===== src/sv/spa_pkg.sv =====
// ----------------------------------------------------------------------------
// spa_pkg: shared types and constants of the sparse polynomial adder
// Operation codes, sequencer states, stored term layout and bus widths.
// ----------------------------------------------------------------------------
package spa_pkg;

  localparam int unsigned MaxTermsDef = 32;
  localparam int unsigned CoefW       = 16;
  localparam int unsigned ExpW        = 16;
  localparam int unsigned SumCoefW    = CoefW + 1;
  localparam int unsigned TermW       = CoefW + ExpW;
  localparam int unsigned InDataW     = 32;
  localparam int unsigned OutDataW    = 40;
  localparam int unsigned OpW         = 2;

  typedef enum logic [OpW-1:0] {
    OP_INS_FIRST  = 2'd0,
    OP_INS_SECOND = 2'd1,
    OP_ADD        = 2'd2
  } op_e;

  typedef enum logic [1:0] {
    S_IDLE,
    S_INS,
    S_INS_PUT,
    S_MRG
  } state_e;

  typedef struct packed {
    logic        [ExpW-1:0]  expn;
    logic signed [CoefW-1:0] coef;
  } term_t;

endpackage


===== src/sv/sparse_polynomial_adder_top.sv =====
// ----------------------------------------------------------------------------
// sparse_polynomial_adder_top: adder of two sparse polynomials
// Keeps two term lists sorted by descending exponent and merges them on an
// add command, emitting the sum terms highest exponent first.
// ----------------------------------------------------------------------------
//
//  Channel   Dir  Beat contents (lowest bit up)
//  --------  ---  ---------------------------------------------------------
//  s_axis    in   tuser: operation; tdata: term_coef, term_exp
//  m_axis    out  tdata: sum_coef, sum_exp, pad; tlast: last_term;
//                 tuser: sum_empty, overflow_seen
//
//  An insert into an empty list writes the head directly and one into a full
//  list is dropped; otherwise it shifts each stored entry with a lower
//  exponent up one slot (at most MAX_TERMS - 1 entries), one RAM read and
//  one write per cycle. An add merges both lists step by step, one entry
//  of each list read per cycle through the shared exponent compare.
//  A stalled m_axis beat holds the merge; s_axis is not ready until an item
//  is done. Reset clears both counts and the overflow flag; list RAMs need
//  no clearing since only entries below the count are read.
//
module sparse_polynomial_adder_top
  import spa_pkg::*;
#(
  parameter int unsigned MAX_TERMS = MaxTermsDef
) (
  input  logic                clk_i,
  input  logic                rst_ni,
  input  logic                s_axis_tvalid,
  output logic                s_axis_tready,
  input  logic [InDataW-1:0]  s_axis_tdata,   // term_coef[15:0], term_exp[31:16]
  input  logic [OpW-1:0]      s_axis_tuser,   // operation[1:0]
  output logic                m_axis_tvalid,
  input  logic                m_axis_tready,
  output logic [OutDataW-1:0] m_axis_tdata,   // sum_coef[16:0], sum_exp[32:17], zero pad
  output logic                m_axis_tlast,   // last_term
  output logic [1:0]          m_axis_tuser    // sum_empty[0], overflow_seen[1]
);

  localparam int unsigned AW = $clog2(MAX_TERMS);
  localparam int unsigned CW = $clog2(MAX_TERMS + 1);
  localparam logic [CW-1:0] CntMax = CW'(MAX_TERMS);

  // --------------------------------------------------------------------------
  // Control and payload registers
  // --------------------------------------------------------------------------
  state_e                state_q, state_d;
  logic [CW-1:0]         n1_q, n1_d, n2_q, n2_d;
  logic [CW-1:0]         a_q, a_d, c_q, c_d;
  logic [AW-1:0]         idx_q, idx_d;
  logic                  ovf_q, ovf_d;
  logic                  sel_q, sel_d;
  term_t                 term_q, term_d;

  logic                  pend_valid_q, pend_valid_d;
  logic [SumCoefW-1:0]   pend_coef_q, pend_coef_d;
  logic [ExpW-1:0]       pend_exp_q, pend_exp_d;

  logic                  out_valid_q, out_valid_d;
  logic [SumCoefW-1:0]   out_coef_q, out_coef_d;
  logic [ExpW-1:0]       out_exp_q, out_exp_d;
  logic                  out_last_q, out_last_d;
  logic                  out_empty_q, out_empty_d;
  logic                  out_ovf_q, out_ovf_d;

  // --------------------------------------------------------------------------
  // List RAMs
  // --------------------------------------------------------------------------
  logic                  we1, we2;
  logic [AW-1:0]         waddr, raddr1, raddr2;
  term_t                 wdata;
  logic [TermW-1:0]      rdata1_raw, rdata2_raw;
  term_t                 rd1, rd2;

  spa_ram #(.WIDTH(TermW), .DEPTH(MAX_TERMS)) u_first_ram (
    .clk_i   (clk_i),
    .we_i    (we1),
    .waddr_i (waddr),
    .wdata_i (wdata),
    .raddr_i (raddr1),
    .rdata_o (rdata1_raw)
  );

  spa_ram #(.WIDTH(TermW), .DEPTH(MAX_TERMS)) u_second_ram (
    .clk_i   (clk_i),
    .we_i    (we2),
    .waddr_i (waddr),
    .wdata_i (wdata),
    .raddr_i (raddr2),
    .rdata_o (rdata2_raw)
  );

  assign rd1 = term_t'(rdata1_raw);
  assign rd2 = term_t'(rdata2_raw);

  // --------------------------------------------------------------------------
  // Shared exponent compare: stored entry vs new term while inserting,
  // first list head vs second list head while merging
  // --------------------------------------------------------------------------
  logic [ExpW-1:0]       cmp_lhs, cmp_rhs;
  logic                  cmp_lt, cmp_gt;
  term_t                 rd_sel;

  assign rd_sel  = sel_q ? rd2 : rd1;
  assign cmp_lhs = (state_q == S_MRG) ? rd1.expn : rd_sel.expn;
  assign cmp_rhs = (state_q == S_MRG) ? rd2.expn : term_q.expn;
  assign cmp_lt  = cmp_lhs < cmp_rhs;
  assign cmp_gt  = cmp_lhs > cmp_rhs;

  // Coefficient adder for equal exponents
  logic [SumCoefW-1:0]   coef1_x, coef2_x, coef_sum;
  assign coef1_x  = {rd1.coef[CoefW-1], rd1.coef};
  assign coef2_x  = {rd2.coef[CoefW-1], rd2.coef};
  assign coef_sum = coef1_x + coef2_x;

  // --------------------------------------------------------------------------
  // Input decode
  // --------------------------------------------------------------------------
  logic                  in_beat, out_slot_free;
  logic                  in_sel;
  logic [CW-1:0]         in_cnt;
  term_t                 in_term;

  assign s_axis_tready = (state_q == S_IDLE);
  assign in_beat       = s_axis_tvalid && s_axis_tready;
  assign in_sel        = s_axis_tuser[0];
  assign in_cnt        = in_sel ? n2_q : n1_q;
  assign in_term.coef  = s_axis_tdata[CoefW-1:0];
  assign in_term.expn  = s_axis_tdata[CoefW +: ExpW];
  assign out_slot_free = !out_valid_q || m_axis_tready;

  logic                  a_has, c_has;
  assign a_has = a_q < n1_q;
  assign c_has = c_q < n2_q;

  // --------------------------------------------------------------------------
  // Sequencer
  // --------------------------------------------------------------------------
  always_comb begin
    logic                take_first, take_second, keep;
    logic [SumCoefW-1:0] res_coef;
    logic [ExpW-1:0]     res_exp;
    logic [AW-1:0]       ins_raddr;

    state_d      = state_q;
    n1_d         = n1_q;
    n2_d         = n2_q;
    a_d          = a_q;
    c_d          = c_q;
    idx_d        = idx_q;
    ovf_d        = ovf_q;
    sel_d        = sel_q;
    term_d       = term_q;
    pend_valid_d = pend_valid_q;
    pend_coef_d  = pend_coef_q;
    pend_exp_d   = pend_exp_q;
    out_valid_d  = out_valid_q && !m_axis_tready;
    out_coef_d   = out_coef_q;
    out_exp_d    = out_exp_q;
    out_last_d   = out_last_q;
    out_empty_d  = out_empty_q;
    out_ovf_d    = out_ovf_q;

    we1          = 1'b0;
    we2          = 1'b0;
    waddr        = idx_q;
    wdata        = term_q;
    ins_raddr    = idx_q - AW'(2);

    take_first   = !c_has || (a_has && cmp_gt);
    take_second  = !take_first && (!a_has || cmp_lt);
    keep         = 1'b1;
    res_coef     = coef_sum;
    res_exp      = rd1.expn;

    case (state_q)
      S_IDLE: begin
        ins_raddr = in_cnt[AW-1:0] - AW'(1);
        if (in_beat) begin
          case (s_axis_tuser)
            OP_INS_FIRST, OP_INS_SECOND: begin
              sel_d  = in_sel;
              term_d = in_term;
              if (in_cnt == CntMax) begin
                // drop the term, remember it
                ovf_d = 1'b1;
              end else begin
                if (in_sel) n2_d = in_cnt + CW'(1);
                else        n1_d = in_cnt + CW'(1);
                if (in_cnt == '0) begin
                  // empty list: place directly at the head
                  waddr = '0;
                  wdata = in_term;
                  we1   = !in_sel;
                  we2   = in_sel;
                end else begin
                  idx_d   = in_cnt[AW-1:0];
                  state_d = S_INS;
                end
              end
            end
            OP_ADD: begin
              a_d          = '0;
              c_d          = '0;
              pend_valid_d = 1'b0;
              state_d      = S_MRG;
            end
            default: ;
          endcase
        end
      end

      S_INS: begin
        // rd_sel holds the entry just below idx_q
        we1 = !sel_q;
        we2 = sel_q;
        if (cmp_lt) begin
          // shift the entry up one slot, advance down
          wdata = rd_sel;
          idx_d = idx_q - AW'(1);
          if (idx_q == AW'(1)) begin
            state_d = S_INS_PUT;
          end
        end else begin
          state_d = S_IDLE;
        end
      end

      S_INS_PUT: begin
        we1     = !sel_q;
        we2     = sel_q;
        state_d = S_IDLE;
      end

      S_MRG: begin
        if (out_slot_free) begin
          if (!a_has && !c_has) begin
            // flush the held term as last, or report an empty sum
            out_valid_d  = 1'b1;
            out_last_d   = 1'b1;
            out_ovf_d    = ovf_q;
            out_empty_d  = !pend_valid_q;
            out_coef_d   = pend_valid_q ? pend_coef_q : '0;
            out_exp_d    = pend_valid_q ? pend_exp_q : '0;
            pend_valid_d = 1'b0;
            n1_d         = '0;
            n2_d         = '0;
            ovf_d        = 1'b0;
            state_d      = S_IDLE;
          end else begin
            if (take_first) begin
              res_coef = coef1_x;
              res_exp  = rd1.expn;
              a_d      = a_q + CW'(1);
            end else if (take_second) begin
              res_coef = coef2_x;
              res_exp  = rd2.expn;
              c_d      = c_q + CW'(1);
            end else begin
              keep = (coef_sum != '0);
              a_d  = a_q + CW'(1);
              c_d  = c_q + CW'(1);
            end
            if (keep) begin
              // hold the new term until the next one shows it is not last
              if (pend_valid_q) begin
                out_valid_d = 1'b1;
                out_last_d  = 1'b0;
                out_empty_d = 1'b0;
                out_ovf_d   = ovf_q;
                out_coef_d  = pend_coef_q;
                out_exp_d   = pend_exp_q;
              end
              pend_valid_d = 1'b1;
              pend_coef_d  = res_coef;
              pend_exp_d   = res_exp;
            end
          end
        end
      end

      default: state_d = S_IDLE;
    endcase

    // read ports: merge reads at the next pointers, insert walks down
    if (state_q == S_MRG || (state_q == S_IDLE && state_d == S_MRG)) begin
      raddr1 = a_d[AW-1:0];
      raddr2 = c_d[AW-1:0];
    end else begin
      raddr1 = ins_raddr;
      raddr2 = ins_raddr;
    end
  end

  always_ff @(posedge clk_i or negedge rst_ni) begin
    if (!rst_ni) begin
      state_q      <= S_IDLE;
      n1_q         <= '0;
      n2_q         <= '0;
      a_q          <= '0;
      c_q          <= '0;
      idx_q        <= '0;
      ovf_q        <= 1'b0;
      pend_valid_q <= 1'b0;
      out_valid_q  <= 1'b0;
    end else begin
      state_q      <= state_d;
      n1_q         <= n1_d;
      n2_q         <= n2_d;
      a_q          <= a_d;
      c_q          <= c_d;
      idx_q        <= idx_d;
      ovf_q        <= ovf_d;
      pend_valid_q <= pend_valid_d;
      out_valid_q  <= out_valid_d;
    end
  end

  always_ff @(posedge clk_i) begin
    sel_q       <= sel_d;
    term_q      <= term_d;
    pend_coef_q <= pend_coef_d;
    pend_exp_q  <= pend_exp_d;
    out_coef_q  <= out_coef_d;
    out_exp_q   <= out_exp_d;
    out_last_q  <= out_last_d;
    out_empty_q <= out_empty_d;
    out_ovf_q   <= out_ovf_d;
  end

  // --------------------------------------------------------------------------
  // Output beat
  // --------------------------------------------------------------------------
  assign m_axis_tvalid = out_valid_q;
  assign m_axis_tdata  = {(OutDataW - SumCoefW - ExpW)'(0), out_exp_q, out_coef_q};
  assign m_axis_tlast  = out_last_q;
  assign m_axis_tuser  = {out_ovf_q, out_empty_q};

endmodule


===== src/sv/spa_ram.sv =====
// ----------------------------------------------------------------------------
// spa_ram: generic simple dual-port RAM
// One write port, one read port with registered read data.
// ----------------------------------------------------------------------------
module spa_ram #(
  parameter int unsigned WIDTH = 32,
  parameter int unsigned DEPTH = 32,
  localparam int unsigned AW   = (DEPTH > 1) ? $clog2(DEPTH) : 1
) (
  input  logic             clk_i,
  input  logic             we_i,
  input  logic [AW-1:0]    waddr_i,
  input  logic [WIDTH-1:0] wdata_i,
  input  logic [AW-1:0]    raddr_i,
  output logic [WIDTH-1:0] rdata_o
);

  logic [WIDTH-1:0] mem_q [DEPTH];

  always_ff @(posedge clk_i) begin
    if (we_i) begin
      mem_q[waddr_i] <= wdata_i;
    end
    rdata_o <= mem_q[raddr_i];
  end

endmodule


===== config.mk =====
export PLATFORM = sky130hd
export DESIGN_NAME = sparse_polynomial_adder_top
export DESIGN_NICKNAME = d
export VERILOG_FILES = /design/src/sv/spa_pkg.sv /design/src/sv/sparse_polynomial_adder_top.sv /design/src/sv/spa_ram.sv
export SDC_FILE = /design/constraint.sdc
export NUM_CORES = 2
export LEC_CHECK = 0
export ABC_CLOCK_PERIOD_IN_PS = 9870
export BUFFER_PORTS_ARGS = -buffer_cell sky130_fd_sc_hd__clkbuf_2
export CAP_MARGIN = 15
export CORE_UTILIZATION = 47
export CTS_BUF_LIST = sky130_fd_sc_hd__clkbuf_8
export DETAILED_ROUTE_END_ITERATION = 6
export GPL_TIMING_DRIVEN = 1
export PLACE_DENSITY_LB_ADDON = 0.05
export SLEW_MARGIN = 20
export SYNTH_ARGS = -nofsm -noshare
export SYNTH_HDL_FRONTEND = slang
export SYNTH_SLANG_ARGS = --single-unit

===== constraint.sdc =====
create_clock -name clk_i -period 9.87 [get_ports clk_i]
set_input_delay 1.974 -clock clk_i [delete_from_list [all_inputs] [get_ports clk_i]]
set_output_delay 1.974 -clock clk_i [all_outputs]
set_load 0.02 [all_outputs]

==> Word level (Yosys, flattened, before mapping) <==
Memories as Yosys holds them, arrays and structs flattened. A register that Yosys moved wholly into a read port is not among the register bits.
Cells that the tools add are included.
{ "totals": {"mem_bits_rw": 2048, "mem_count": 2, "register_bits": 136, "input_bits": 38, "output_inout_bits": 45, "elab_cells": 208} }
{ "mem_list": {"columns": ["name", "words", "word_bits", "rd", "rd_clocked_by_memory_dff", "wr", "line", "rtl"], "rows": [
  ["u_first_ram.mem_q", 32, 32, 1, 1, 1, "spa_ram.sv:18", "logic [WIDTH-1:0] mem_q [DEPTH];"],
  ["u_second_ram.mem_q", 32, 32, 1, 1, 1, "spa_ram.sv:18", null]
]} }
{ "op_classes": {"bitwise_logic": 1, "n_mux": 112, "eq_ne": 23, "addsub": 7, "order_cmp": 4, "reduce_logical": 38} }
{ "ops": {"columns": ["operator", "n"], "rows": [
  ["2-to-1 mux 32 bit", 6],
  ["2-to-1 mux 6 bit", 22],
  ["2-to-1 mux 16 bit", 8],
  ["2-to-1 mux 17 bit", 6],
  ["2-to-1 mux 5 bit", 13],
  ["one-hot mux 32 bit (2 select lines)", 1],
  ["one-hot mux 6 bit (2 select lines)", 4],
  ["2-to-1 mux 1 bit", 38],
  ["AND reduction 6 bit", 4],
  ["adder 6 x 1 -> 6 bit (second input constant)", 3],
  ["adder 16 x 16 -> 17 bit", 1],
  ["nonzero test 17 bit", 1],
  ["> comparator 16 bit", 1],
  ["less-than comparator 16 bit", 1],
  ["!= test 2 bit (second input constant)", 8],
  ["2-to-1 mux 2 bit", 7],
  ["AND reduction 7 bit", 2],
  ["less-than comparator 6 bit", 2],
  ["!= test 2 x 1 -> 1 bit (second input constant)", 5],
  ["one-hot mux 5 bit (2 select lines)", 1],
  ["subtractor 5 x 1 -> 5 bit (second input constant)", 2],
  ["== test 2 bit (second input constant)", 4],
  ["zero test 1 bit", 8],
  ["one-hot mux 1 bit (2 select lines)", 4],
  ["other kinds (17)", 33]
]} }

==> Longest topological paths before layout <==
{ "depth": {"word_depth": 16, "ltp_mapped": 21, "mapped_depth_nobuf": 15} }

==> By module <==
From an unflattened synthesis, not the netlist that was laid out.
{ "unflattened": {"cells_unflattened": 5382, "hier_area_um2": 90076.4} }
{ "by_module_without_submodules": {"columns": ["mod", "area_each_um2", "n_inst", "seq_area_each_um2", "cells_per_inst"], "rows": [
  ["spa_ram", 40492.6, 2, 31390.1, 2260],
  ["sparse_polynomial_adder_top", 9091.2, 1, 3913.8, 862]
]} }

==> Worst setup path before layout <==
Ideal clock, no wire load.
{ "synth_timing": {"kind": "reg-to-reg", "start": "reg sel_q", "end": "reg pend_coef_q[0], enable pin", "period_less_slack_ns": 7.131, "t_arrival_ns": 6.625, "setup_slack_ns": 2.739, "t_required_ns": 9.364, "setup_time_ns": 0.506, "path_stages_with_launch": 17, "path_buffers": 3, "cell_sequence": "edfxtp_1 -> clkbuf_1 -> buf_1 -> clkbuf_1 -> nor2b_1 -> mux2_2 -> ha_1 -> nand4_2 -> nor2_1 -> a221oi_2 -> a31o_2 -> nor2_1 -> nand2_1 -> nor4_1 -> nand4_1 -> nor4b_2 -> nor4_1"} }
{ "synth_between": {"elab_chain_len": 13, "elab_cells_between_ends": 15, "cone_classes": "order compare (2); mux (7); reduce/logical (6)"} }
{ "synth_rtl": {"columns": ["element", "line", "rtl"], "rows": [
  ["start: declaration", "sparse_polynomial_adder_top.sv:52", "logic sel_q, sel_d;"],
  ["start signal: assignment", "sparse_polynomial_adder_top.sv:320", "sel_q <= sel_d;"],
  ["2-to-1 mux 32 bit (*)", "sparse_polynomial_adder_top.sv:104", "assign rd_sel = sel_q ? rd2 : rd1;"],
  ["2-to-1 mux 16 bit (*)", "sparse_polynomial_adder_top.sv:105", "assign cmp_lhs = (state_q == S_MRG) ? rd1.expn : rd_sel.expn;"],
  ["> comparator 16 bit", "sparse_polynomial_adder_top.sv:108", "assign cmp_gt = cmp_lhs > cmp_rhs;"],
  ["logical AND 1 bit", "sparse_polynomial_adder_top.sv:170", "take_first = !c_has || (a_has && cmp_gt);"],
  ["logical OR 1 bit", "sparse_polynomial_adder_top.sv:170", null],
  ["zero test 1 bit", "sparse_polynomial_adder_top.sv:171", "take_second = !take_first && (!a_has || cmp_lt);"],
  ["logical AND 1 bit", "sparse_polynomial_adder_top.sv:171", null],
  ["2-to-1 mux 1 bit", "sparse_polynomial_adder_top.sv:255", "end else if (take_second) begin"],
  ["2-to-1 mux 1 bit (*)", "sparse_polynomial_adder_top.sv:251", "if (take_first) begin"],
  ["2-to-1 mux 1 bit (*)", "sparse_polynomial_adder_top.sv:237", "if (!a_has && !c_has) begin"],
  ["2-to-1 mux 1 bit (*)", "sparse_polynomial_adder_top.sv:236", "if (out_slot_free) begin"],
  ["2-to-1 mux 1 bit (*)", "sparse_polynomial_adder_top.sv:176", "case (state_q)"],
  ["AND reduction 4 bit (no line) (*)", null, null],
  ["end signal: assignment", "sparse_polynomial_adder_top.sv:322", "pend_coef_q <= pend_coef_d;"],
  ["end: declaration", "sparse_polynomial_adder_top.sv:56", "logic [SumCoefW-1:0] pend_coef_q, pend_coef_d;"]
]} }
Mark *: on every way between the ends. The rest lies on a longest branch, timed or not. The select of a mux whose other input is x is not followed.
A chain may end at the register's enable or synchronous reset.

==> Final worst setup path <==
{ "layout_timing": {"start": "reg sel_q", "end": "reg u_second_ram.rdata_o[5], read port of u_second_ram.mem_q"} }
{ "layout_between": {"elab_chain_len": 10, "elab_cells_between_ends": 16, "cone_classes": "order compare (2); eq/ne (1); mux (9); reduce/logical (4)"} }
{ "layout_rtl": {"columns": ["element", "line", "rtl"], "rows": [
  ["2-to-1 mux 32 bit (*)", "sparse_polynomial_adder_top.sv:104", null],
  ["2-to-1 mux 16 bit (*)", "sparse_polynomial_adder_top.sv:105", null],
  ["> comparator 16 bit", "sparse_polynomial_adder_top.sv:108", null],
  ["logical AND 1 bit", "sparse_polynomial_adder_top.sv:170", null],
  ["logical OR 1 bit", "sparse_polynomial_adder_top.sv:170", null],
  ["2-to-1 mux 6 bit", "sparse_polynomial_adder_top.sv:251", null],
  ["2-to-1 mux 6 bit", "sparse_polynomial_adder_top.sv:237", null],
  ["2-to-1 mux 6 bit", "sparse_polynomial_adder_top.sv:236", null],
  ["one-hot mux 6 bit (2 select lines)", "sparse_polynomial_adder_top.sv:176", null],
  ["2-to-1 mux 5 bit (*)", "sparse_polynomial_adder_top.sv:286", "if (state_q == S_MRG || (state_q == S_IDLE && state_d == S_MRG)) begin"],
  ["end: declaration", "spa_ram.sv:15", "output logic [WIDTH-1:0] rdata_o"]
]} }
Marked as above.

==> flow_summary.yaml <==
setup_path:
  crit_path_top_delay_cell: "edfxtp_1"
  r2r_cells: 17
  regToRegStartpoint: "sel_q"
  r2r_setup_slack_ns: 2.86
  setup.worst_path.start_class: "flop"
  critPathCaptureType: "flop"
  cp_cell_sequence: "nor2b_1, mux2_2, ha_1, nand4_2, nor2_1, nand4_1, a31oi_2, buf_4, a2111oi_4, o211ai_4, nand2_4, buf_12, buf_4, a211oi_1, a31oi_1, a22oi_1, nand4_1"
  crit_buf_inv: 3
  critPathMaxStageDelay_ns: 0.99
  worstPathMaxFanout: 168
  cp_top_family: "compound AO/OA/AOI/OAI gates"
  regToRegEndpoint: "u_second_ram.rdata_o[5]"
  required_ns: 10.77
  path_class: "flop to flop"
  worstPathArrival_ns: 7.91
place:
  port_buffers: 75
  place.gp.congestion: 0.9234
  hpwlAfterDp_microns: 168500
logic_synthesis:
  yosys_register_bits: 2248
  synth_area_leader_cell: "edfxtp_1"
  ys_warn_count: 0
  synth_top_area_share_pct: 70.27
  syn_inst: 6369
  ys.flop_type: "edfxtp_1"
  synthTopCellsByArea: "edfxtp_1 70%, nand2_1 4.5%, mux2i_1 3.3%"
  yosysSeqAreaShare_pct: 72.59
  synth_edf_count: 2150
  post-synth-top-count-cell: "edfxtp_1"
  ys_top_cells_by_count: "2,150 x edfxtp_1, 1,100 x nand2_1, 356 x a31oi_1"
  yosysUniqueCellTypes: 90
  synthesis.area_sq_um: 91880
  async_flop_share_pct: 1.512
  syn_avg_cell_area_sq_um: 14.43
route:
  drc: 0
  dr_total_vias: 59063
  wl_per_cell_microns: 31.51
  finalWirelength_microns: 297300
  first_pass_iters: 5
  ant_nets: 0
  drt_iter0_drc: 7260
  post_drt_via_cell_ratio: 6.259
worst_hold_path:
  min_path_cells: 0
  hp-class: "flop to flop"
  hold_start: "ovf_q"
  min_to: "out_ovf_q"
floorplanning:
  die-width_microns: 444.1
  die_h_microns: 444.1
  num_rows: 161
  initial_core_util_pct: 47.51
  design.core.area_sq_um: 193400
  dieArea_sq_um: 197300
  io_pins: 83
timing:
  rsz0062_at_grt: "no"
  final_max_slew_viol_count: 0
  fin_crit_ns: 7.010
  max_freq_mhz: 142.7
  setup_viol: 0
  finalSetupTns_ns: 0
  tightestPinTransition_ns: 1.239
  relSlewSlack_pct: 17.40
  post-route-period-util_pct: 71.02
  hold_violations: 0
  skew_ns: 0.09702
final_layout:
  regArea_sq_um: 66690
  multi_input_area_sq_um: 24090
  drive_above_1_share_pct: 15.02
  syn2layout_area_growth_pct: 12.66
  nets: 6696
  nFillCells: 15828
global_routing:
  gr-total-overflow: 0
  antenna_found_initial: 19
  use_met2_pct: 41.82
  grt_first_pass_wirelength_microns: 416900
  grt_max_degree: 169
  track_usage_pct: 29.76
  grt_pass1_vias: 55572
  met1_usage_pct: 46.00
  grt.met3_usage_pct: 6.259
  gr-max-usage-layer: "met1"
status:
  status: "completed"
cts:
  cts.sinks: 2248
  cts_made_buffers: 387
  ctsHtreeMaxLevel: 5
  clkTransAtPathRegs_ns: 0.07
  cts-root-buf: "clkbuf_8"
  post-cts-setup-buffers: 0
  hold_buffers: 0
  clk_path_buf_depth: 4
  cts_tree: "done"
  ctsResizeCount: 0
  clk_latency_ns: 1.13
job:
  cap_violations: 0
## cell usage in the layout, fill, tap and decap left out, types with 11 or more instances in the layout
| cell | n |
|---|---|
| clkinv_2 | 32 |
| bufinv_16 | 11 |
| dfrtp_1 | 34 |
| nor2_4 | 69 |
| edfxtp_1 | 2150 |
| mux4_2 | 64 |
| o221ai_4 | 11 |
| a211oi_1 | 233 |
| mux2_2 | 60 |
| nor3b_1 | 36 |
| buf_4 | 177 |
| ha_1 | 53 |
| nand3_1 | 141 |
| a221o_2 | 21 |
| clkinv_1 | 65 |
| buf_12 | 20 |
| o22ai_1 | 13 |
| inv_1 | 178 |
| a21o_1 | 13 |
| a31oi_1 | 356 |
| a32oi_1 | 63 |
| dfxtp_1 | 64 |
| a21oi_1 | 301 |
| nor2_1 | 66 |
| a22oi_1 | 162 |
| and3_1 | 148 |
| and2_1 | 38 |
| o21ai_1 | 18 |
| clkbuf_2 | 75 |
| xnor2_1 | 14 |
| o21a_1 | 11 |
| clkbuf_8 | 425 |
| nor3_1 | 18 |
| nand4_1 | 72 |
| nand2_1 | 1097 |
| nor2b_1 | 71 |
| o21ai_0 | 59 |
| mux2i_1 | 305 |
## routing by layer
metal  routed length, microns  vias up
li1                         -    25230
met1                   133700    30386
met2                   126000     3005
met3                    28840      436
met4                     8732        6
met5                       46        -
## kinds of logic (layout without fill, tap and decap cells)
kind of cell	count (synthesis)	after routing	share of synthesized area, %
xor+xnor	19	19	0.1811
other cells	1	15	0.004081
mux	431	431	5.654
compound gates	1322	1322	9.622
fa+ha+maj	55	55	0.7571
simple gates	1824	1824	8.988
flops	2248	2248	72.59
buf+inv	469	997	2.206
## layout make-up
cell class | count | share of cell area [%]
diodes | 8 | 0.01934
clock buffers | 425 | 5.651
clock inverters | 264 | 1.321
inverters | 32 | 0.1160
multi-input cells | 3658 | 23.27
flip-flops and latches | 2248 | 64.43
well taps | 2526 | 3.053
repair buffers | 276 | 2.139
## worst reg2reg max path, stage by stage, from the launching register on
cell and delay, ns:
edfxtp_1 0.99, nor2b_1 0.33, mux2_2 0.36, ha_1 0.35, nand4_2 0.18, nor2_1 0.30
nand4_1 0.27, a31oi_2 0.24, buf_4 0.31, a2111oi_4 0.15, o211ai_4 0.73, nand2_4 0.44
buf_12 0.45, buf_4 0.46, a211oi_1 0.30, a31oi_1 0.07, a22oi_1 0.78, nand4_1 0.16
## state kept, by name (all words and copies together), names as in the netlist, 6 cells and up
register              flops
pend_coef_q              17
n2_q                      6
c_q                       6
u_first_ram.rdata_o      32
u_second_ram.mem_q     1024
term_q                   32
n1_q                      6
out_coef_q               17
u_second_ram.rdata_o     32
out_exp_q                16
a_q                       6
u_first_ram.mem_q      1024
pend_exp_q               16
## metrics by stage
stage / setup slack [ns] / hold WS [ns] / std cells / util, % / cell area [sq um]
3_5_place_dp: 2.289 / 0.4523 / 8737 / 49.75 / 96210
6_report: 2.860 / 0.4712 / 9437 / 53.53 / 103500
3_3_place_gp: 2.379 / 0.4346 / 8735 / 49.72 / 96160
4_1_cts: 2.835 / 0.4762 / 9426 / 53.48 / 103400
2_1_floorplan: 2.739 / 0.4211 / 6375 / - / 91900
5_1_grt: 2.450 / 0.4875 / 9430 / 53.52 / 103500
## worst max path at each step
stage	start	cells after the start	endpoint	slack, ns
floorplan	sel_q	16	pend_coef_q[0]	2.74
global placement	s_axis_tuser[0]	15	u_second_ram.rdata_o[18]	2.38
global route	sel_q	17	u_second_ram.rdata_o[5]	2.45
detailed placement	s_axis_tuser[0]	15	u_second_ram.rdata_o[18]	2.29
CTS	sel_q	17	u_second_ram.rdata_o[5]	2.83
finish	sel_q	17	u_second_ram.rdata_o[5]	2.86
Power is not shown: default switching activity piles up to over one toggle a cycle in this logic, so the estimate is an artifact.
